[config.mk]
export PLATFORM = sky130hd
export DESIGN_NAME = bmp_stream_decoder_top
export DESIGN_NICKNAME = d
export VERILOG_FILES = /design/src/hdl/bsd_pkg.sv /design/src/hdl/bmp_stream_decoder_top.sv /design/src/hdl/bsd_core.sv /design/src/hdl/bsd_out_fifo.sv
export SDC_FILE = /design/constraint.sdc
export NUM_CORES = 1
export LEC_CHECK = 0
export BUFFER_PORTS_ARGS = -buffer_cell sky130_fd_sc_hd__buf_2
export CAP_MARGIN = 20
export CORE_MARGIN = 5
export CORE_UTILIZATION = 35
export CTS_BUF_LIST = sky130_fd_sc_hd__clkbuf_16
export CTS_CLUSTER_DIAMETER = 120
export DETAILED_ROUTE_END_ITERATION = 8
export GPL_ROUTABILITY_DRIVEN = 0
export SYNTH_ARGS = -nofsm -noshare
export SYNTH_HDL_FRONTEND = slang
export SYNTH_SLANG_ARGS = --single-unit
[constraint.sdc]
create_clock -name aclk -period 6.23 [get_ports aclk]
set_input_delay 0.9345 -clock aclk [delete_from_list [all_inputs] [get_ports aclk]]
set_output_delay 0.9345 -clock aclk [all_outputs]
set_load 0.03 [all_outputs]
[src/hdl/bsd_pkg.sv]
// Shared types and constants for the BMP stream decoder.
package bsd_pkg;

    localparam int DIM_W = 13;
    localparam int ROWB_W = 15;

    localparam logic [31:0] HDR_LEN = 32'd54;
    localparam logic [31:0] HDR_LAST = 32'd53;
    localparam logic [15:0] BMP_SIG = 16'h4D42;
    localparam logic [15:0] BPP_24 = 16'd24;
    localparam logic [15:0] BPP_32 = 16'd32;
    localparam logic [31:0] MAX_WIDTH = 32'd4096;
    localparam logic [31:0] MAX_HEIGHT = 32'd4096;
    localparam logic [7:0] ALPHA_OPAQUE = 8'hFF;

    localparam logic KIND_PIXEL = 1'b0;
    localparam logic KIND_STATUS = 1'b1;

    localparam logic [3:0] ST_OK = 4'd0;
    localparam logic [3:0] ST_SHORT = 4'd1;
    localparam logic [3:0] ST_SIGNATURE = 4'd2;
    localparam logic [3:0] ST_DEPTH = 4'd3;
    localparam logic [3:0] ST_COMPRESSED = 4'd4;
    localparam logic [3:0] ST_SIZE = 4'd5;
    localparam logic [3:0] ST_OFFSET_PAST_END = 4'd6;
    localparam logic [3:0] ST_TRUNCATED = 4'd7;
    localparam logic [3:0] ST_OFFSET_IN_HDR = 4'd8;

    localparam int FIFO_DEPTH = 4;
    localparam int FIFO_AW = 2;
    localparam int FIFO_CW = 3;

    typedef struct packed {
        logic        item_kind;
        logic [11:0] column;
        logic [11:0] dest_row;
        logic [31:0] argb_pixel;
        logic [3:0]  status_code;
        logic        last_result;
    } bsd_res_t;

    typedef struct packed {
        logic [1:0] count;
        bsd_res_t   first;
        bsd_res_t   second;
    } bsd_push_t;

endpackage

[src/hdl/bmp_stream_decoder_top.sv]
// Top level of the BMP stream decoder: input register, decode core, result queue.
//
//  channel | ports                  | carries
//  --------+------------------------+---------------------------------------------
//  input   | s_tvalid/tready/tdata  | file byte in tdata, end of file in tlast
//  result  | m_tvalid/tready/tdata  | pixel or status in tdata, kind in tuser,
//          |                        | last result of the file in tlast
//
// One byte per cycle sustained while the queue has room.
// Each byte passes the input register, then the combinational decode into a four-entry queue.
// Decode stalls only when the queue holds more than two results; s_tready then drops.
// aresetn is synchronous, active low; the first byte after reset starts a new file.
module bmp_stream_decoder_top
    import bsd_pkg::*;
(
    input  logic        aclk,
    input  logic        aresetn,
    input  logic        s_tvalid,
    output logic        s_tready,
    input  logic [7:0]  s_tdata,   // [7:0] file_byte
    input  logic        s_tlast,
    output logic        m_tvalid,
    input  logic        m_tready,
    output logic [63:0] m_tdata,   // [11:0] column, [23:12] dest_row, [55:24] argb_pixel,
                                   // [59:56] status_code, [63:60] zero
    output logic        m_tuser,   // [0] item_kind
    output logic        m_tlast
);

    logic       in_vld_reg;
    logic [7:0] in_byte_reg;
    logic       in_eof_reg;
    logic       room;
    logic       fire;
    bsd_push_t  push;
    bsd_res_t   out_res;

    assign fire = in_vld_reg && room;
    assign s_tready = !in_vld_reg || fire;

    always_ff @(posedge aclk) begin
        if (!aresetn) begin
            in_vld_reg <= 1'b0;
        end else if (s_tvalid && s_tready) begin
            in_vld_reg <= 1'b1;
        end else if (fire) begin
            in_vld_reg <= 1'b0;
        end
    end

    always_ff @(posedge aclk) begin
        if (s_tvalid && s_tready) begin
            in_byte_reg <= s_tdata;
            in_eof_reg <= s_tlast;
        end
    end

    bsd_core u_core (
        .aclk        (aclk),
        .aresetn     (aresetn),
        .fire        (fire),
        .file_byte   (in_byte_reg),
        .end_of_file (in_eof_reg),
        .push        (push)
    );

    bsd_out_fifo u_fifo (
        .aclk      (aclk),
        .aresetn   (aresetn),
        .push      (push),
        .room      (room),
        .out_valid (m_tvalid),
        .out_ready (m_tready),
        .out_res   (out_res)
    );

    assign m_tdata = {4'b0000, out_res.status_code, out_res.argb_pixel,
                      out_res.dest_row, out_res.column};
    assign m_tuser = out_res.item_kind;
    assign m_tlast = out_res.last_result;

`ifndef ASSERT_OFF
    a_last_is_status: assert property (@(posedge aclk) disable iff (!aresetn)
        m_tvalid |-> ((m_tuser == KIND_STATUS) == m_tlast))
        else $error("last flag and status kind disagree");

    a_pixel_ok_status: assert property (@(posedge aclk) disable iff (!aresetn)
        (m_tvalid && m_tuser == KIND_PIXEL) |-> (m_tdata[59:56] == ST_OK))
        else $error("pixel beat carries a nonzero status");

    a_pixel_opaque: assert property (@(posedge aclk) disable iff (!aresetn)
        (m_tvalid && m_tuser == KIND_PIXEL) |-> (m_tdata[55:48] == ALPHA_OPAQUE))
        else $error("pixel beat is not opaque");

    a_no_push_without_room: assert property (@(posedge aclk) disable iff (!aresetn)
        (push.count != 2'd0) |-> (room && fire))
        else $error("results pushed without a decode cycle");
`endif

endmodule

[src/hdl/bsd_core.sv]
// Header capture, header check and pixel assembly per file byte; final status at end of file.
module bsd_core
    import bsd_pkg::*;
(
    input  logic       aclk,
    input  logic       aresetn,
    input  logic       fire,
    input  logic [7:0] file_byte,
    input  logic       end_of_file,
    output bsd_push_t  push
);

    logic [31:0]       pos_reg, pos_next;
    logic [15:0]       sig_reg, sig_next;
    logic [31:0]       wraw_reg, wraw_next;
    logic [31:0]       hraw_reg, hraw_next;
    logic [15:0]       bpp_reg, bpp_next;
    logic              comp_reg, comp_next;
    logic [31:0]       off_reg, off_next;
    logic [DIM_W-1:0]  width_reg, width_next;
    logic [DIM_W-1:0]  height_reg, height_next;
    logic              flip_reg, flip_next;
    logic              four_reg, four_next;
    logic [ROWB_W-1:0] data_bytes_reg, data_bytes_next;
    logic [ROWB_W-1:0] row_bytes_reg, row_bytes_next;
    logic [DIM_W-1:0]  col_reg, col_next;
    logic [DIM_W-1:0]  srow_reg, srow_next;
    logic [ROWB_W-1:0] bir_reg, bir_next;
    logic [1:0]        sub_reg, sub_next;
    logic [23:0]       pix_reg, pix_next;
    logic [3:0]        err_reg, err_next;

    logic [31:0]       habs;
    logic [3:0]        chk_code;
    logic              chk_four;
    logic [ROWB_W-1:0] chk_data_bytes;
    logic [ROWB_W-1:0] chk_row_bytes;
    logic [ROWB_W-1:0] bir_inc;
    logic [23:0]       pix_cur;
    logic [DIM_W-1:0]  row_calc;
    logic              pix_emit;
    logic              stat_emit;
    bsd_res_t          pix_res;
    bsd_res_t          stat_res;

    assign habs = hraw_reg[31] ? (~hraw_reg + 32'd1) : hraw_reg;
    assign chk_four = (bpp_reg == BPP_32);
    assign chk_data_bytes = chk_four ? {wraw_reg[DIM_W-1:0], 2'b00}
        : ({2'b00, wraw_reg[DIM_W-1:0]} + {1'b0, wraw_reg[DIM_W-1:0], 1'b0});
    assign chk_row_bytes = chk_four ? chk_data_bytes
        : ((chk_data_bytes + ROWB_W'(3)) & ~ROWB_W'(3));
    assign bir_inc = bir_reg + ROWB_W'(1);

    always_comb begin
        if (sig_reg != BMP_SIG) begin
            chk_code = ST_SIGNATURE;
        end else if (bpp_reg != BPP_24 && bpp_reg != BPP_32) begin
            chk_code = ST_DEPTH;
        end else if (comp_reg) begin
            chk_code = ST_COMPRESSED;
        end else if (wraw_reg == 32'd0 || wraw_reg[31] || wraw_reg > MAX_WIDTH ||
                     habs == 32'd0 || habs > MAX_HEIGHT) begin
            chk_code = ST_SIZE;
        end else if (off_reg < HDR_LEN) begin
            chk_code = ST_OFFSET_IN_HDR;
        end else begin
            chk_code = ST_OK;
        end
    end

    always_comb begin
        pix_cur = pix_reg;
        case (sub_reg)
            2'd0: pix_cur[7:0] = file_byte;
            2'd1: pix_cur[15:8] = file_byte;
            2'd2: pix_cur[23:16] = file_byte;
            default: pix_cur = pix_reg;
        endcase
    end

    assign row_calc = flip_reg ? (height_reg - DIM_W'(1) - srow_reg) : srow_reg;

    always_comb begin
        pos_next = pos_reg;
        sig_next = sig_reg;
        wraw_next = wraw_reg;
        hraw_next = hraw_reg;
        bpp_next = bpp_reg;
        comp_next = comp_reg;
        off_next = off_reg;
        width_next = width_reg;
        height_next = height_reg;
        flip_next = flip_reg;
        four_next = four_reg;
        data_bytes_next = data_bytes_reg;
        row_bytes_next = row_bytes_reg;
        col_next = col_reg;
        srow_next = srow_reg;
        bir_next = bir_reg;
        sub_next = sub_reg;
        pix_next = pix_reg;
        err_next = err_reg;
        pix_emit = 1'b0;
        stat_emit = 1'b0;
        pix_res = '0;
        stat_res = '0;

        if (fire) begin
            if (pos_reg < HDR_LEN) begin
                case (pos_reg[5:0])
                    6'd0:  sig_next[7:0] = file_byte;
                    6'd1:  sig_next[15:8] = file_byte;
                    6'd10: off_next[7:0] = file_byte;
                    6'd11: off_next[15:8] = file_byte;
                    6'd12: off_next[23:16] = file_byte;
                    6'd13: off_next[31:24] = file_byte;
                    6'd18: wraw_next[7:0] = file_byte;
                    6'd19: wraw_next[15:8] = file_byte;
                    6'd20: wraw_next[23:16] = file_byte;
                    6'd21: wraw_next[31:24] = file_byte;
                    6'd22: hraw_next[7:0] = file_byte;
                    6'd23: hraw_next[15:8] = file_byte;
                    6'd24: hraw_next[23:16] = file_byte;
                    6'd25: hraw_next[31:24] = file_byte;
                    6'd28: bpp_next[7:0] = file_byte;
                    6'd29: bpp_next[15:8] = file_byte;
                    6'd30, 6'd31, 6'd32, 6'd33: comp_next = comp_reg | (file_byte != 8'd0);
                    6'd53: begin
                        err_next = chk_code;
                        if (chk_code == ST_OK) begin
                            width_next = wraw_reg[DIM_W-1:0];
                            height_next = habs[DIM_W-1:0];
                            flip_next = ~hraw_reg[31];
                            four_next = chk_four;
                            data_bytes_next = chk_data_bytes;
                            row_bytes_next = chk_row_bytes;
                        end
                    end
                    default: ;
                endcase
            end else if (err_reg == ST_OK && pos_reg >= off_reg && srow_reg < height_reg) begin
                if (bir_reg < data_bytes_reg) begin
                    pix_next = pix_cur;
                    if (sub_reg == (four_reg ? 2'd3 : 2'd2)) begin
                        pix_emit = 1'b1;
                        pix_res.item_kind = KIND_PIXEL;
                        pix_res.column = col_reg[11:0];
                        pix_res.dest_row = row_calc[11:0];
                        pix_res.argb_pixel = {ALPHA_OPAQUE, pix_cur};
                        col_next = col_reg + DIM_W'(1);
                        sub_next = 2'd0;
                    end else begin
                        sub_next = sub_reg + 2'd1;
                    end
                end
                if (bir_inc == row_bytes_reg) begin
                    bir_next = '0;
                    col_next = '0;
                    sub_next = 2'd0;
                    srow_next = srow_reg + DIM_W'(1);
                end else begin
                    bir_next = bir_inc;
                end
            end

            if (pos_reg != 32'hFFFF_FFFF) begin
                pos_next = pos_reg + 32'd1;
            end

            if (end_of_file) begin
                stat_emit = 1'b1;
                stat_res.item_kind = KIND_STATUS;
                stat_res.last_result = 1'b1;
                if (err_next != ST_OK) begin
                    stat_res.status_code = err_next;
                end else if (pos_reg < HDR_LAST) begin
                    stat_res.status_code = ST_SHORT;
                end else if (pos_reg < off_next) begin
                    stat_res.status_code = ST_OFFSET_PAST_END;
                end else if (srow_next < height_next) begin
                    stat_res.status_code = ST_TRUNCATED;
                end else begin
                    stat_res.status_code = ST_OK;
                end
                pos_next = '0;
                sig_next = '0;
                wraw_next = '0;
                hraw_next = '0;
                bpp_next = '0;
                comp_next = 1'b0;
                off_next = '0;
                width_next = '0;
                height_next = '0;
                flip_next = 1'b0;
                four_next = 1'b0;
                data_bytes_next = '0;
                row_bytes_next = '0;
                col_next = '0;
                srow_next = '0;
                bir_next = '0;
                sub_next = 2'd0;
                pix_next = '0;
                err_next = ST_OK;
            end
        end
    end

    always_comb begin
        push = '0;
        if (pix_emit && stat_emit) begin
            push.count = 2'd2;
            push.first = pix_res;
            push.second = stat_res;
        end else if (pix_emit) begin
            push.count = 2'd1;
            push.first = pix_res;
        end else if (stat_emit) begin
            push.count = 2'd1;
            push.first = stat_res;
        end
    end

    always_ff @(posedge aclk) begin
        if (!aresetn) begin
            pos_reg <= '0;
            sig_reg <= '0;
            wraw_reg <= '0;
            hraw_reg <= '0;
            bpp_reg <= '0;
            comp_reg <= 1'b0;
            off_reg <= '0;
            width_reg <= '0;
            height_reg <= '0;
            flip_reg <= 1'b0;
            four_reg <= 1'b0;
            data_bytes_reg <= '0;
            row_bytes_reg <= '0;
            col_reg <= '0;
            srow_reg <= '0;
            bir_reg <= '0;
            sub_reg <= 2'd0;
            pix_reg <= '0;
            err_reg <= ST_OK;
        end else begin
            pos_reg <= pos_next;
            sig_reg <= sig_next;
            wraw_reg <= wraw_next;
            hraw_reg <= hraw_next;
            bpp_reg <= bpp_next;
            comp_reg <= comp_next;
            off_reg <= off_next;
            width_reg <= width_next;
            height_reg <= height_next;
            flip_reg <= flip_next;
            four_reg <= four_next;
            data_bytes_reg <= data_bytes_next;
            row_bytes_reg <= row_bytes_next;
            col_reg <= col_next;
            srow_reg <= srow_next;
            bir_reg <= bir_next;
            sub_reg <= sub_next;
            pix_reg <= pix_next;
            err_reg <= err_next;
        end
    end

endmodule

[src/hdl/bsd_out_fifo.sv]
// Result queue taking up to two results per cycle and handing out one per beat.
module bsd_out_fifo
    import bsd_pkg::*;
(
    input  logic      aclk,
    input  logic      aresetn,
    input  bsd_push_t push,
    output logic      room,
    output logic      out_valid,
    input  logic      out_ready,
    output bsd_res_t  out_res
);

    bsd_res_t             mem_reg [FIFO_DEPTH];
    logic [FIFO_AW-1:0]   wr_ptr_reg, rd_ptr_reg;
    logic [FIFO_CW-1:0]   count_reg;
    logic [FIFO_AW-1:0]   wr_ptr_b;
    logic                 pop;

    assign out_valid = (count_reg != '0);
    assign out_res = mem_reg[rd_ptr_reg];
    assign pop = out_valid && out_ready;
    assign room = (count_reg <= FIFO_CW'(FIFO_DEPTH - 2));
    assign wr_ptr_b = wr_ptr_reg + FIFO_AW'(1);

    always_ff @(posedge aclk) begin
        if (push.count != 2'd0) begin
            mem_reg[wr_ptr_reg] <= push.first;
        end
        if (push.count == 2'd2) begin
            mem_reg[wr_ptr_b] <= push.second;
        end
    end

    always_ff @(posedge aclk) begin
        if (!aresetn) begin
            wr_ptr_reg <= '0;
            rd_ptr_reg <= '0;
            count_reg <= '0;
        end else begin
            wr_ptr_reg <= wr_ptr_reg + FIFO_AW'(push.count);
            if (pop) begin
                rd_ptr_reg <= rd_ptr_reg + FIFO_AW'(1);
            end
            count_reg <= count_reg + FIFO_CW'(push.count) - FIFO_CW'(pop);
        end
    end

endmodule
# Word-level counts from Yosys, hierarchy flattened

Memories as Yosys holds them, arrays and structs flattened. A register that Yosys moved wholly into a read port is not among the register bits.
Cells that the tools add are included.
W data, S select, Z words.

Output and inout port bits: 68
Memories kept: 1
Logic and storage cells: 283
Input port bits: 13
Register bits after elaboration: 294
RAM bits: 248

Memories:

| memory         | words | width | read ports | clocked after memory_dff | wr ports | line               | text |
|---|---|---|---|---|---|---|---|
| u_fifo.mem_reg | 4     | 62    | 1          | 1                        | 2        | bsd_out_fifo.sv:14 | `bsd_res_t mem_reg [FIFO_DEPTH];` |

Add/sub/neg operators: 15
$lt $le $gt $ge: 11
Equal/unequal tests: 31
Bitwise logic cells: 3
Reductions and logical operators: 65
Mux-type cells: 125

Operators by type and width:

| kind                    | count |
|---|---|
| $mux W32                | 10 |
| $mux W57                | 4 |
| $mux W15                | 14 |
| $mux W13                | 16 |
| $mux W8                 | 19 |
| $mux W64                | 2 |
| $lt A32 B6 Y1 const B   | 3 |
| $mux W24                | 4 |
| $eq A6 B5 Y1 const B    | 12 |
| $add A32 B1 Y32 const B | 2 |
| $gt A32 B13 Y1 const B  | 2 |
| $logic_not A32 Y1       | 2 |
| $mux W16                | 4 |
| $mux W63                | 1 |
| $mux W62                | 1 |
| $mux W56                | 1 |
| $mux W4                 | 12 |
| $reduce_and A3 Y1       | 14 |
| $reduce_bool A2 Y1      | 21 |
| $ge A32 B32 Y1          | 1 |
| $lt A32 B32 Y1          | 1 |
| $ne A32 B32 Y1 const B  | 1 |
| $not A32 Y32            | 1 |
| $add A13 B1 Y13 const B | 2 |
| other kinds (44)        | 100 |

# Longest topological paths before layout

Depth in word-level cells: 28
Depth in mapped cells: 23
Depth with buffers taken out: 22

# By module

Synthesis repeated with hierarchy kept, for this count alone.

Cell total of the unflattened synthesis: 3094
Area total of the unflattened synthesis: 31904.3 µm²

Modules (own cells, without submodules):

| module                 | times used | cells an instance | sequential area each (µm²) | area each (µm²) |
|---|---|---|---|---|
| bsd_core               | 1          | 2425              | 5525.3                     | 19102.1 |
| bsd_out_fifo           | 1          | 649               | 7627.3                     | 12433.2 |
| bmp_stream_decoder_top | 1          | 20                | 290.3                      | 369.1 |

# Worst setup path before layout

No wires, ideal clock.

Path kind: register to register
Start point: register u_core.hraw_reg[4]
End point: memory u_fifo.mem_reg[0][3] (netlist name), data pin
Path buffers: 2
Period minus slack after synthesis: 4782 ps
Data required time: 6080 ps
Arrival time: 4633 ps
Setup time: 150 ps
Path slack: 1448 ps
Stages on the path, launching flop included: 22
Cell sequence: dfxtp_1 > buf_2 > or4_4 > nor3_2 > nand4b_1 > o211ai_1 > nand4_1 > nor4_4 > and4b_1 > buf_6 > mux2i_1 > ha_1 > a21o_1 > a21o_1 > a21o_1 > a21oi_1 > o211a_1 > a22o_1 > nand3_1 > o21ai_0 > o311ai_2 > a21oi_1

RTL lines:

| item                   | line               | text |
|---|---|---|
| from (decl)            | bsd_core.sv:16     | `logic [31:0] hraw_reg, hraw_next;` |
| from (signal assigned) | bsd_core.sv:248    | `hraw_reg <= hraw_next;` |
| to (decl)              | bsd_out_fifo.sv:14 |  |

==> flow_summary.json <==
{
  "cts-htree-levels": 2,
  "ys.flop_type": "dfxtp_1",
  "via_per_inst": 5.40,
  "pin_count": 81,
  "ys_warn_count": 0,
  "ys_ff_latch": 511,
  "outcome": "finished clean",
  "final_layout_size_suffix_gt1_share_pct": 10.1,
  "dp_hpwl_um": 50800,
  "drtIter0Drc": 1818,
  "path_max_fanout": 9,
  "path_clk_slew_ns": 0.06,
  "skew_ns": 0.0332,
  "rsz0062_at_grt": "false",
  "die_height_um": 288,
  "hp-class": "reg2reg",
  "cp-start-kind": "flip-flop",
  "fin_cells": 4100,
  "syn_inst": 3051,
  "die_area_um2": 83200,
  "routed_wl_um": 75000,
  "antenna_found_initial": 0,
  "crit_type": "reg2reg",
  "ys_async_sr_fraction_pct": 0,
  "grt_pass1_vias": 21015,
  "clock.fmax_ghz": 0.172,
  "ys_types": 81,
  "grt_pass1_wl_um": 119000,
  "ys_top_cells_by_area": "dfxtp_1 (36%), ha_1 (6.9%), o21ai_0 (5.4%)",
  "dp.cells": 3995,
  "syn_area_per_cell_um2": 8.90,
  "cts.path.max_buffers": 3,
  "power_density_nw_per_um2": 249,
  "cts_hold_buf": 0,
  "tns_ns": 0,
  "ant_nets": 0,
  "cts_buffers": 56,
  "hold_viol": 0,
  "die_w_um": 288,
  "num_rows": 102,
  "ir_drop_v": 0.000219,
  "synth_top_area_share_pct": 35.5,
  "critPathArrivalTime_ns": 6.29,
  "diodes": 0,
  "maxCapViolations": 0,
  "port_buffers": 76,
  "seq_area_frac_synth_pct": 38.8,
  "syn_area_um2": 27100,
  "slew_violations": 0,
  "nFillCells": 7735,
  "area_growth_pct": 11.3,
  "core_um2": 77200,
  "layout_commonest_cell": "dfxtp_1",
  "initial_utilization_pct": 35.2,
  "power.total_mw": 7.51,
  "relSlewSlack_pct": 31.5,
  "synth_edf_count": 29,
  "drc": 0,
  "tightest_slew_ns": 1.03,
  "period_share_pct": 93.4,
  "cp.required_ns": 6.70,
  "wl_per_cell_um": 18.3,
  "dr.pass1.iters": 5,
  "worstSkewPairLatency_ns": 0.63,
  "layout_common_cells": "dfxtp_1 (480), o21ai_0 (291), nand2_1 (264)",
  "synth_top_area_cell": "dfxtp_1",
  "p_leak_nw": 11.3,
  "globalRouteTotalUtil_pct": 17.5,
  "min_period_ns": 5.82,
  "globalRouteOverflowTotal": 0,
  "cts_sinks": 511,
  "cts_tree": "done",
  "largest_reg_flops": 216,
  "setup_violations": 0,
  "cts_setup_buffers": 0,
  "num_vias": 22137,
  "grt_max_degree": 109,
  "cp-end-kind": "flip-flop",
  "nets": 3179,
  "clockRootBuffer": "clkbuf_16"
}
-- cells by family after synthesis --
group | Yosys count | share of synthesized area (%)
buf+inv | 343 | 5.02
flops | 511 | 38.8
compound gates | 733 | 17.5
xor+xnor | 110 | 3.55
mux | 142 | 7.85
other cells | 1 | 0.0138
simple gates | 1058 | 20.2
fa+ha+maj | 153 | 7.14
-- stage by stage --
step                      util [%]  cell area, um^2  hold slack [ns]  worst slack, ns
after floorplan                  -            27200            0.420             1.45
after global placement        36.6            28300            0.428            0.235
after detailed placement      36.6            28300            0.436            0.173
after CTS                     39.1            30200            0.451            0.126
after global routing          39.1            30200            0.470           0.0288
final                         39.1            30200            0.446            0.410
-- report_power, final --
| group | leakage, nW | switching (mW) | internal (mW) |
|---|---|---|---|
| logic | 6.21 | 0.410 | 0.209 |
| clock network | 0.965 | 1.45 | 2.00 |
| registers | 4.16 | 0.111 | 3.33 |
-- worst max-delay path: stages, from the launching register on --
cell       delay [ns]
dfxtp_1          0.37
inv_1            0.07
ha_1             0.32
nand4_1          0.21
nor4_2           0.53
o211ai_1         0.16
a21oi_1          0.40
o2111ai_2        0.30
nor4bb_1         0.35
buf_4            0.21
and2_1           0.39
nand3_1          0.18
xnor2_1          0.16
ha_1             0.34
a21o_1           0.17
a21o_1           0.16
a21oi_1          0.14
o211a_1          0.19
a22o_1           0.17
nand3_1          0.08
o21ai_0          0.25
o311ai_2         0.27
a21oi_1          0.22
-- cell usage after synthesis (11+ instances only) --
cell type / number
nand4_1: 43
a21o_1: 28
and4_1: 15
xor2_1: 42
and2_1: 175
o31ai_1: 13
a21oi_1: 87
nor4_1: 37
o22ai_1: 44
a22oi_1: 18
clkbuf_1: 170
mux2i_1: 61
nor2b_1: 45
or3_1: 21
nand2_1: 265
o21ai_0: 291
nand3_1: 154
o211ai_1: 11
buf_4: 12
mux4_2: 54
and3_1: 27
nand2b_1: 16
nor2_1: 155
dfxtp_1: 482
a21boi_0: 23
ha_1: 150
a31oi_1: 12
buf_2: 12
mux2_2: 27
a32o_1: 27
buf_1: 16
a22o_1: 86
edfxtp_1: 29
xnor2_1: 68
nor3_1: 57
a211oi_1: 18
inv_1: 130
-- cell type report --
class	count	area, um^2	area share, %
multi-input cells	2200	15300	50.6
flip-flops and latches	511	10500	34.8
clock buffers	60	1500	4.97
well taps	1040	1300	4.31
repair buffers	113	664	2.20
inverters	131	492	1.63
clock inverters	45	428	1.42
-- per-layer routing --
metal / track usage (%) / up-vias / part of all wire (%)
met4: 3.80 / 0 / 1.8
met2: 27.9 / 564 / 44
met1: 25.0 / 10544 / 48
met5: 0 / - / 0
met3: 2.72 / 96 / 5.6
li1: - / 10933 / -
-- final timing paths --
| kind | startpoint | end | slack, ns | cells past startpoint |
|---|---|---|---|---|
| setup reg to reg | u_core.off_reg[27]$_SDFFE_PN0P_ | u_fifo.mem_reg[0][3]$_DFFE_PP_ | 0.41 | 22 |
| setup / recovery | u_core.off_reg[27]$_SDFFE_PN0P_ | u_fifo.mem_reg[0][3]$_DFFE_PP_ | 0.41 | 22 |
| hold reg to reg | u_fifo.mem_reg[2][14]$_SDFFE_PP0P_ | u_fifo.mem_reg[2][14]$_SDFFE_PP0P_ | 0.45 | 2 |
| hold / removal | u_fifo.mem_reg[2][14]$_SDFFE_PP0P_ | u_fifo.mem_reg[2][14]$_SDFFE_PP0P_ | 0.45 | 2 |
-- repair_timing --
| item | 4_1_cts | 5_1_grt |
|---|---|---|
| endpoints found under the setup margin | 0 | 8 |
| resized for setup | 0 | 2 |
| hold endpoints to repair | 0 | 0 |
No activity file was read; power rests on OpenSTA's default activity.
